===== src/sv/lrupr_pkg.sv =====
package lrupr_pkg;

  // Widths sized for the largest build (64 frames, 32-bit pages).
  localparam int MAX_FRAMES = 64;
  localparam int IDX_W      = 6;   // frame index, 0..MAX_FRAMES-1
  localparam int CNT_W      = 7;   // ranks and frame counts, 0..MAX_FRAMES
  localparam int PAGE_MAX_W = 32;

  // Port field widths
  localparam int CFG_W      = 5;
  localparam int IN_PAGE_W  = 20;
  localparam int IN_DATA_W  = 24;
  localparam int OUT_IDX_W  = 4;
  localparam int OUT_PAGE_W = 20;
  localparam int FAULT_W    = 32;
  localparam int OUT_DATA_W = 64;
  localparam int OUT_PAD_W  = OUT_DATA_W - (1 + OUT_IDX_W + 1 + OUT_PAGE_W + FAULT_W);

  // Partial search result, passed from cell to cell.
  typedef struct packed {
    logic                  vld;
    logic                  hit;
    logic [IDX_W-1:0]      hit_idx;
    logic [CNT_W-1:0]      hit_rank;
    logic                  empty;
    logic [IDX_W-1:0]      empty_idx;
    logic [CNT_W-1:0]      best_rank;
    logic [IDX_W-1:0]      best_idx;
    logic [PAGE_MAX_W-1:0] best_page;
  } lrupr_acc_t;

  // Broadcast update applied to all cells at commit.
  typedef struct packed {
    logic                  en;
    logic [IDX_W-1:0]      idx;
    logic [CNT_W-1:0]      old_rank;
    logic                  wr_page;
    logic [PAGE_MAX_W-1:0] page;
  } lrupr_upd_t;

endpackage


===== src/sv/lru_page_replacement_top.sv =====
// One reference at a time: in_tready is high only in idle. The request walks the cell
//   row one frame per cycle, the result is held in the done state, then a commit updates
//   all frames and loads the output, and the block is back in idle for the next transfer.
//   A commit waits while the previous result is still unread.
// Reset (rst_n low at a clock edge): all frames empty, ranks and fault count zero,
//   active frame count back to 16 (limited to FRAMES). Page storage is not cleared.
module lru_page_replacement_top
  import lrupr_pkg::*;
#(
  parameter int FRAMES    = 16,   // 1..64
  parameter int PAGE_BITS = 20    // 1..32
) (
  input  logic                  clk,
  input  logic                  rst_n,
  // reference input
  input  logic                  in_tvalid,
  output logic                  in_tready,
  input  logic [IN_DATA_W-1:0]  in_tdata,   // [19:0] page_number, [23:20] zero
  // result output
  output logic                  out_tvalid,
  input  logic                  out_tready,
  output logic [OUT_DATA_W-1:0] out_tdata,  // [0] hit, [4:1] frame_index,
                                            // [5] evicted_valid, [25:6] evicted_page,
                                            // [57:26] fault_count, [63:58] zero
  // active_frames register write
  input  logic                  cfg_valid,
  output logic                  cfg_ready,
  input  logic [CFG_W-1:0]      cfg_data
);

  localparam int ACT_RST = (FRAMES < 16) ? FRAMES : 16;

  // Control: idle, request walking the cells, result waiting to commit.
  typedef enum logic [2:0] {
    ST_IDLE = 3'b001,
    ST_SCAN = 3'b010,
    ST_DONE = 3'b100
  } state_t;

  state_t                 state_r, state_nxt;
  logic                   start_r;
  logic [PAGE_BITS-1:0]   req_page_r;
  logic [CNT_W-1:0]       act_r, act_nxt;
  logic [FAULT_W-1:0]     faults_r, faults_nxt;
  logic                   out_tvalid_r;
  logic [OUT_DATA_W-1:0]  out_tdata_r;

  lrupr_acc_t             chain [FRAMES+1];
  lrupr_acc_t             res;
  lrupr_upd_t             upd;
  logic [FRAMES:0]        vld_vec;

  logic                   in_xfer;
  logic                   commit;
  logic [IDX_W-1:0]       f_idx;
  logic                   ev_valid;
  logic [PAGE_MAX_W-1:0]  ev_page;

  assign in_tready = state_r == ST_IDLE;
  assign cfg_ready = state_r == ST_IDLE;
  assign in_xfer   = in_tvalid && in_tready;

  // --------------------------------------------------------------------
  // Sequencer
  // --------------------------------------------------------------------
  assign res    = chain[FRAMES];
  assign commit = (state_r == ST_DONE) && (!out_tvalid_r || out_tready);

  always_comb begin
    state_nxt = state_r;
    unique case (state_r)
      ST_IDLE: if (in_xfer)   state_nxt = ST_SCAN;
      ST_SCAN: if (res.vld)   state_nxt = ST_DONE;
      ST_DONE: if (commit)    state_nxt = ST_IDLE;
      default:                state_nxt = ST_IDLE;
    endcase
  end

  always_ff @(posedge clk) begin
    if (!rst_n) begin
      state_r <= ST_IDLE;
      start_r <= 1'b0;
    end else begin
      state_r <= state_nxt;
      start_r <= in_xfer;
    end
  end

  // page taken modulo 2^PAGE_BITS
  always_ff @(posedge clk) begin
    if (in_xfer) begin
      req_page_r <= PAGE_BITS'(PAGE_MAX_W'(in_tdata[IN_PAGE_W-1:0]));
    end
  end

  // --------------------------------------------------------------------
  // Active frame count: zero acts as one, too large acts as FRAMES
  // --------------------------------------------------------------------
  always_comb begin
    if (cfg_data == '0) begin
      act_nxt = CNT_W'(1);
    end else if (32'(cfg_data) > FRAMES) begin
      act_nxt = CNT_W'(FRAMES);
    end else begin
      act_nxt = CNT_W'(cfg_data);
    end
  end

  always_ff @(posedge clk) begin
    if (!rst_n) begin
      act_r <= CNT_W'(ACT_RST);
    end else if (cfg_valid && cfg_ready) begin
      act_r <= act_nxt;
    end
  end

  // --------------------------------------------------------------------
  // Cell row: each cell adds its frame to the search and passes it on
  // --------------------------------------------------------------------
  always_comb begin
    chain[0]     = '0;
    chain[0].vld = start_r;
  end

  for (genvar g = 0; g < FRAMES; g++) begin : g_cell
    lrupr_cell #(
      .IDX       (g),
      .FRAMES    (FRAMES),
      .PAGE_BITS (PAGE_BITS)
    ) u_cell (
      .clk      (clk),
      .rst_n    (rst_n),
      .req_page (req_page_r),
      .n_active (act_r),
      .acc_in   (chain[g]),
      .acc_out  (chain[g+1]),
      .upd      (upd)
    );
  end

  always_comb begin
    for (int i = 0; i <= FRAMES; i++) begin
      vld_vec[i] = chain[i].vld;
    end
  end

  // --------------------------------------------------------------------
  // Commit: pick the frame, broadcast the recency update, load output
  // Hit keeps its frame; miss fills the first empty frame, else the oldest.
  // --------------------------------------------------------------------
  always_comb begin
    ev_valid = 1'b0;
    ev_page  = '0;
    upd.en   = commit;
    upd.page = PAGE_MAX_W'(req_page_r);
    if (res.hit) begin
      f_idx        = res.hit_idx;
      upd.old_rank = res.hit_rank;
      upd.wr_page  = 1'b0;
    end else if (res.empty) begin
      f_idx        = res.empty_idx;
      upd.old_rank = CNT_W'(FRAMES);   // empty frame is older than all
      upd.wr_page  = 1'b1;
    end else begin
      f_idx        = res.best_idx;
      upd.old_rank = res.best_rank;
      upd.wr_page  = 1'b1;
      ev_valid     = 1'b1;
      ev_page      = res.best_page;
    end
    upd.idx = f_idx;
  end

  // saturating fault count
  always_comb begin
    faults_nxt = faults_r;
    if (!res.hit && (faults_r != '1)) begin
      faults_nxt = faults_r + FAULT_W'(1);
    end
  end

  always_ff @(posedge clk) begin
    if (!rst_n) begin
      faults_r     <= '0;
      out_tvalid_r <= 1'b0;
    end else begin
      if (commit) begin
        faults_r     <= faults_nxt;
        out_tvalid_r <= 1'b1;
      end else if (out_tready) begin
        out_tvalid_r <= 1'b0;
      end
    end
  end

  always_ff @(posedge clk) begin
    if (commit) begin
      out_tdata_r <= {OUT_PAD_W'(0), faults_nxt, ev_page[OUT_PAGE_W-1:0], ev_valid,
                      f_idx[OUT_IDX_W-1:0], res.hit};
    end
  end

  assign out_tvalid = out_tvalid_r;
  assign out_tdata  = out_tdata_r;

  // --------------------------------------------------------------------
  // Assertions
  // --------------------------------------------------------------------
  // only one search in flight along the cell row
  a_one_search: assert property (@(posedge clk) disable iff (!rst_n)
    $onehot0(vld_vec))
    else $error("more than one search in the cell row");

  // search reaches the end of the row only while scanning
  a_end_in_scan: assert property (@(posedge clk) disable iff (!rst_n)
    res.vld |-> (state_r == ST_SCAN))
    else $error("search finished outside scan");

  // end of search moves to commit wait
  a_end_to_done: assert property (@(posedge clk) disable iff (!rst_n)
    res.vld |=> (state_r == ST_DONE))
    else $error("finished search not held for commit");

  // fault count changes only at a commit
  a_fault_stable: assert property (@(posedge clk) disable iff (!rst_n)
    !commit |=> $stable(faults_r))
    else $error("fault count changed without commit");

  // no new reference while a search is pending
  a_no_accept_busy: assert property (@(posedge clk) disable iff (!rst_n)
    (start_r || res.vld || commit) |-> !in_xfer)
    else $error("reference accepted while busy");

endmodule


===== src/sv/lrupr_cell.sv =====
module lrupr_cell
  import lrupr_pkg::*;
#(
  parameter int IDX       = 0,
  parameter int FRAMES    = 16,
  parameter int PAGE_BITS = 20
) (
  input  logic                 clk,
  input  logic                 rst_n,
  input  logic [PAGE_BITS-1:0] req_page,
  input  logic [CNT_W-1:0]     n_active,
  input  lrupr_acc_t           acc_in,
  output lrupr_acc_t           acc_out,
  input  lrupr_upd_t           upd
);

  localparam int RW = (FRAMES > 1) ? $clog2(FRAMES) : 1;

  logic [PAGE_BITS-1:0] page_r;
  logic                 valid_r;
  logic [RW-1:0]        rank_r;
  lrupr_acc_t           acc_r;
  lrupr_acc_t           acc_nxt;

  logic             active;
  logic [CNT_W-1:0] rank_ext;
  logic             is_target;

  assign active    = n_active > CNT_W'(IDX);
  assign rank_ext  = CNT_W'(rank_r);
  assign is_target = upd.idx == IDX_W'(IDX);

  // fold this frame into the running search
  always_comb begin
    acc_nxt = acc_in;
    if (active) begin
      if (!acc_in.hit && valid_r && (page_r == req_page)) begin
        acc_nxt.hit      = 1'b1;
        acc_nxt.hit_idx  = IDX_W'(IDX);
        acc_nxt.hit_rank = rank_ext;
      end
      if (!acc_in.empty && !valid_r) begin
        acc_nxt.empty     = 1'b1;
        acc_nxt.empty_idx = IDX_W'(IDX);
      end
      // frame 0 seeds the oldest-frame search
      if ((IDX == 0) || (rank_ext > acc_in.best_rank)) begin
        acc_nxt.best_rank = rank_ext;
        acc_nxt.best_idx  = IDX_W'(IDX);
        acc_nxt.best_page = PAGE_MAX_W'(page_r);
      end
    end
  end

  // payload held after the valid bit drops
  always_ff @(posedge clk) begin
    if (!rst_n) begin
      acc_r.vld <= 1'b0;
    end else if (acc_in.vld) begin
      acc_r <= acc_nxt;
    end else begin
      acc_r.vld <= 1'b0;
    end
  end

  assign acc_out = acc_r;

  // recency update: target becomes newest, younger valid frames age
  always_ff @(posedge clk) begin
    if (!rst_n) begin
      valid_r <= 1'b0;
      rank_r  <= '0;
    end else if (upd.en) begin
      if (is_target) begin
        valid_r <= 1'b1;
        rank_r  <= '0;
      end else if (valid_r && (rank_ext < upd.old_rank)) begin
        rank_r <= rank_r + RW'(1);
      end
    end
  end

  always_ff @(posedge clk) begin
    if (upd.en && is_target && upd.wr_page) begin
      page_r <= upd.page[PAGE_BITS-1:0];
    end
  end

endmodule


===== config.mk =====
export PLATFORM = sky130hd
export DESIGN_NAME = lru_page_replacement_top
export DESIGN_NICKNAME = d
export VERILOG_FILES = /design/src/sv/lrupr_pkg.sv /design/src/sv/lru_page_replacement_top.sv /design/src/sv/lrupr_cell.sv
export SDC_FILE = /design/constraint.sdc
export NUM_CORES = 2
export LEC_CHECK = 0
export BUFFER_PORTS_ARGS = -buffer_cell sky130_fd_sc_hd__buf_2
export CELL_PAD_IN_SITES_DETAIL_PLACEMENT = 0
export CELL_PAD_IN_SITES_GLOBAL_PLACEMENT = 2
export CORE_MARGIN = 3
export CORE_UTILIZATION = 52
export CTS_BUF_LIST = sky130_fd_sc_hd__clkbuf_8
export CTS_CLUSTER_SIZE = 12
export DETAILED_ROUTE_END_ITERATION = 16
export GPL_TIMING_DRIVEN = 0
export PLACE_DENSITY = 0.92
export SETUP_SLACK_MARGIN = 0.4
export SLEW_MARGIN = 20
export SYNTH_ARGS = -nofsm -noshare
export SYNTH_HDL_FRONTEND = slang
export SYNTH_SLANG_ARGS = --single-unit

===== constraint.sdc =====
create_clock -name clk -period 15.5 [get_ports clk]
set_clock_uncertainty 0.2 [all_clocks]
set_input_delay 4.65 -clock clk [delete_from_list [all_inputs] [get_ports clk]]
set_output_delay 4.65 -clock clk [all_outputs]
set_load 0.005 [all_outputs]

==> results.txt <==
Via Count = 30.9k
CTS tree = done
share of cells above drive strength 1 = 25.1%
nets@finish = 4003
detailed-route DRC error count = 0
actual slew at the worst max-slew pin = 1170 ps
final wirelength = 138 mm
vias in the first global route = 30.6k
Slowest-stage cell, CP = nor2_4
setup TNS = 0 ps
RSZ-0062 raised after global routing = no
M3 GR Usage = 4.44%
cells after synthesis = 3534
crit-path max cell delay = 840 ps
synth warn = 0
Max Cap Viol = 0
syn_area_per_cell = 14.5 um2
crit path time final = 7470 ps
slew margin rel. = 22.1%
drt wl/cell = 26.0 um
flops & latches, synth = 1163
CTS Hold Buffers Added = 0
post-synthesis mux area share = 9.11%
Routed Antenna Nets = 0
synthesis-to-layout area growth = 12.0%
Clock Latency Late Sink = 850 ps
clk slew on worst S/H paths = 60 ps
setup bufs post-CTS = 0
global-route wire length before repair = 202 mm
Crit. End Element = flop
met1 usage = 38.6%
Ports = 101
fmax = 134 MHz
Async SR Flop Fraction = 0%
design area = 57500 um2
site row count = 114
crit-path most repeated cell = buf_2
Max Slew Vio Count = 0
Die Span Y = 320 um
PD cells = 105 nW/um2
post-synthesis simple-gate area fraction = 10.2%
initial antenna violation count = 4
largest net degree at the start of global routing = 43
main combinational cell family by area after synthesis = simple AND/OR/NAND/NOR gates
area share of fa/ha/maj cells after synthesis = 2.66%
critical-path cell list = buf_2, nand2b_1, nand2_1, clkinv_1, buf_2, buf_12, nand4_1, nor2_4
CP Max Fanout = 34
Synth Area in XOR/XNOR = 6.57%
Sink Count = 1163
class of the worst hold path = flop to flop
final setup vio count = 0
Worst EP arrival = 7730 ps
Hold Fails Final Rpt = 0
placed instance area = 54100 um2
area of the die = 103000 um2
GRT busiest layer = met2
Lkg Pwr = 20.4 nW
routed vias/inst = 5.85
total CTS buffers = 187
Final period util = 48.2%
Post-synth EDFFs = 1025
Distinct cells, synth = 81
global-route usage over all layers = 26.8%
GR Util met2 = 42.3%
Post-Syn Area = 51300 um2
I/O Buffers = 89
Worst setup SP type = primary input
status = completed
CTS Root Buffer Type = clkbuf_8
core area = 97300 um2
die width = 320 um
Setup Crit Path Kind = primary input to flop
DR iter-0 viols = 3515
Post-DP HPWL = 99.7 mm
post-synthesis sequential area ratio = 65.3%
Synth Flop Type = edfxtp_1
compound-cell area share of the yosys netlist = 4.09%
post-cts sizing count = 0
H-tree levels = 4
Peak VDD IR = 83.9 uV
Placer Congestion = 0.916
Critical Path RT = 15760 ps
grt ovf = 0
Starting Density = 52.8%
Bufs on Longest Clock Path = 3
router iterations before antenna repair = 5
==> final cells by class <==
type / count / area [um2]
diodes: 4 / 10.0
repair buffers: 132 / 975
plain buffers: 144 / 699
clock inverters: 139 / 684
inverters: 88 / 330
well taps: 1276 / 1600
clock buffers: 198 / 2730
flip-flops and latches: 1163 / 33500
fillers: 7616 / 39800
multi-input cells: 2144 / 16900
==> flip-flops by register name, indices dropped and copies added, names as in the netlist <==
signal and flops:
start_r 1, req_page_r 20, act_r 5, g_cell.u_cell.rank_r 64, faults_r 32, g_cell.u_cell.page_r 320
out_tdata 58, out_tvalid 1, g_cell.u_cell.acc_out 643, g_cell.u_cell.valid_r 16, state_r 3
==> synth_stat cells (all sizes together) (20+ instances only) <==
master | count | share of area, %
edfxtp | 1025 | 60
mux2 | 410 | 9.0
xor2 | 222 | 3.8
xnor2 | 163 | 2.8
dfxtp | 138 | 5.4
nor2 | 126 | 0.92
nand2 | 124 | 0.92
and2 | 110 | 1.3
ha | 109 | 2.7
buf | 92 | 0.98
inv | 83 | 0.61
nand4 | 80 | 1.0
nand3 | 76 | 0.74
or2 | 74 | 0.90
nor2b | 64 | 0.78
nor3 | 64 | 0.65
nor4 | 62 | 0.89
nand2b | 61 | 0.74
o21ai | 59 | 0.61
clkbuf | 52 | 0.38
a21oi | 48 | 0.47
o21a | 32 | 0.47
o22ai | 23 | 0.28
and3 | 20 | 0.25
==> routing by layer <==
metal / routed length (um) / up-vias
met5: 0 / -
met4: 3570 / 0
met3: 10700 / 215
met2: 63300 / 1389
met1: 60100 / 15463
li1: - / 13875
==> through the flow <==
| stage | hold WS, ps | std cells | power, mW | setup slack, ps | util (%) |
|---|---|---|---|---|---|
| 4_1_cts | 245 | 5284 | 6.11 | 8150 | 59.1 |
| 5_1_grt | 274 | 5286 | 6.27 | 7980 | 59.1 |
| 3_5_place_dp | 232 | 4947 | 3.69 | 7240 | 55.6 |
| 2_1_floorplan | 221 | 3539 | 3.58 | 6650 | - |
| 3_3_place_gp | 228 | 4904 | 3.68 | 3000 | 54.9 |
| 6_report | 246 | 5288 | 6.06 | 8030 | 59.1 |
==> placed cells by master (no fill, tap or decap), types with 18 or more instances in the layout <==
cell / synthesis / routed
clkbuf_8: 0 / 198
clkbuf_1: 52 / 52
inv_1: 80 / 155
xnor2_1: 163 / 163
and2_1: 109 / 92
a21oi_1: 48 / 48
nor3_1: 61 / 49
or2_2: 72 / 72
dfxtp_1: 138 / 138
edfxtp_1: 1025 / 1025
nand2_1: 122 / 122
nor4_1: 52 / 51
a41oi_1: 18 / 18
xor2_1: 222 / 222
ha_1: 109 / 109
nand4_1: 78 / 78
o21a_1: 32 / 32
mux2_2: 410 / 410
a22o_1: 19 / 19
buf_4: 9 / 32
and3_1: 19 / 19
buf_2: 75 / 165
o22ai_1: 23 / 23
o21ai_0: 46 / 46
nor2b_1: 64 / 64
nor2_1: 126 / 121
nand2b_1: 61 / 61
nand3_1: 76 / 76
clkinv_1: 5 / 47
==> final timing paths <==
check | start | endpoint | slack, ps | depth (start not counted)
setup / recovery | out_tready | g_cell[1].u_cell.page_r[13] | 8030 | 8
setup reg to reg | g_cell[15].u_cell.acc_out[65] | g_cell[4].u_cell.rank_r[0] | 10150 | 13
hold / removal | g_cell[10].u_cell.acc_out[66] | g_cell[11].u_cell.acc_out[66] | 250 | 1
hold reg to reg | g_cell[10].u_cell.acc_out[66] | g_cell[11].u_cell.acc_out[66] | 250 | 1
==> critical path, delay by kind of cell <==
family,cells,cell delay (ps)
buffers and inverters,4,1190
and+or+nand+nor,4,1840
==> power breakdown <==
| part | internal [mW] | total (mW) | leakage, nW | switching (mW) |
|---|---|---|---|---|
| combinational | 0.0611 | 0.193 | 8.01 | 0.131 |
| sequential | 3.40 | 3.43 | 10.4 | 0.0343 |
| clock | 1.22 | 2.44 | 2.02 | 1.22 |
==> kinds of logic after synthesis <==
| logic type | count (synthesis) |
|---|---|
| AOI/OAI and AO/OA | 299 |
| buffers and inverters | 232 |
| muxes | 416 |
| other | 1 |
| adders and majority gates | 109 |
| DFF | 1163 |
| xor gates and xnor gates | 385 |
| and+or+nand+nor | 929 |
(Power assumes the default switching activity.)
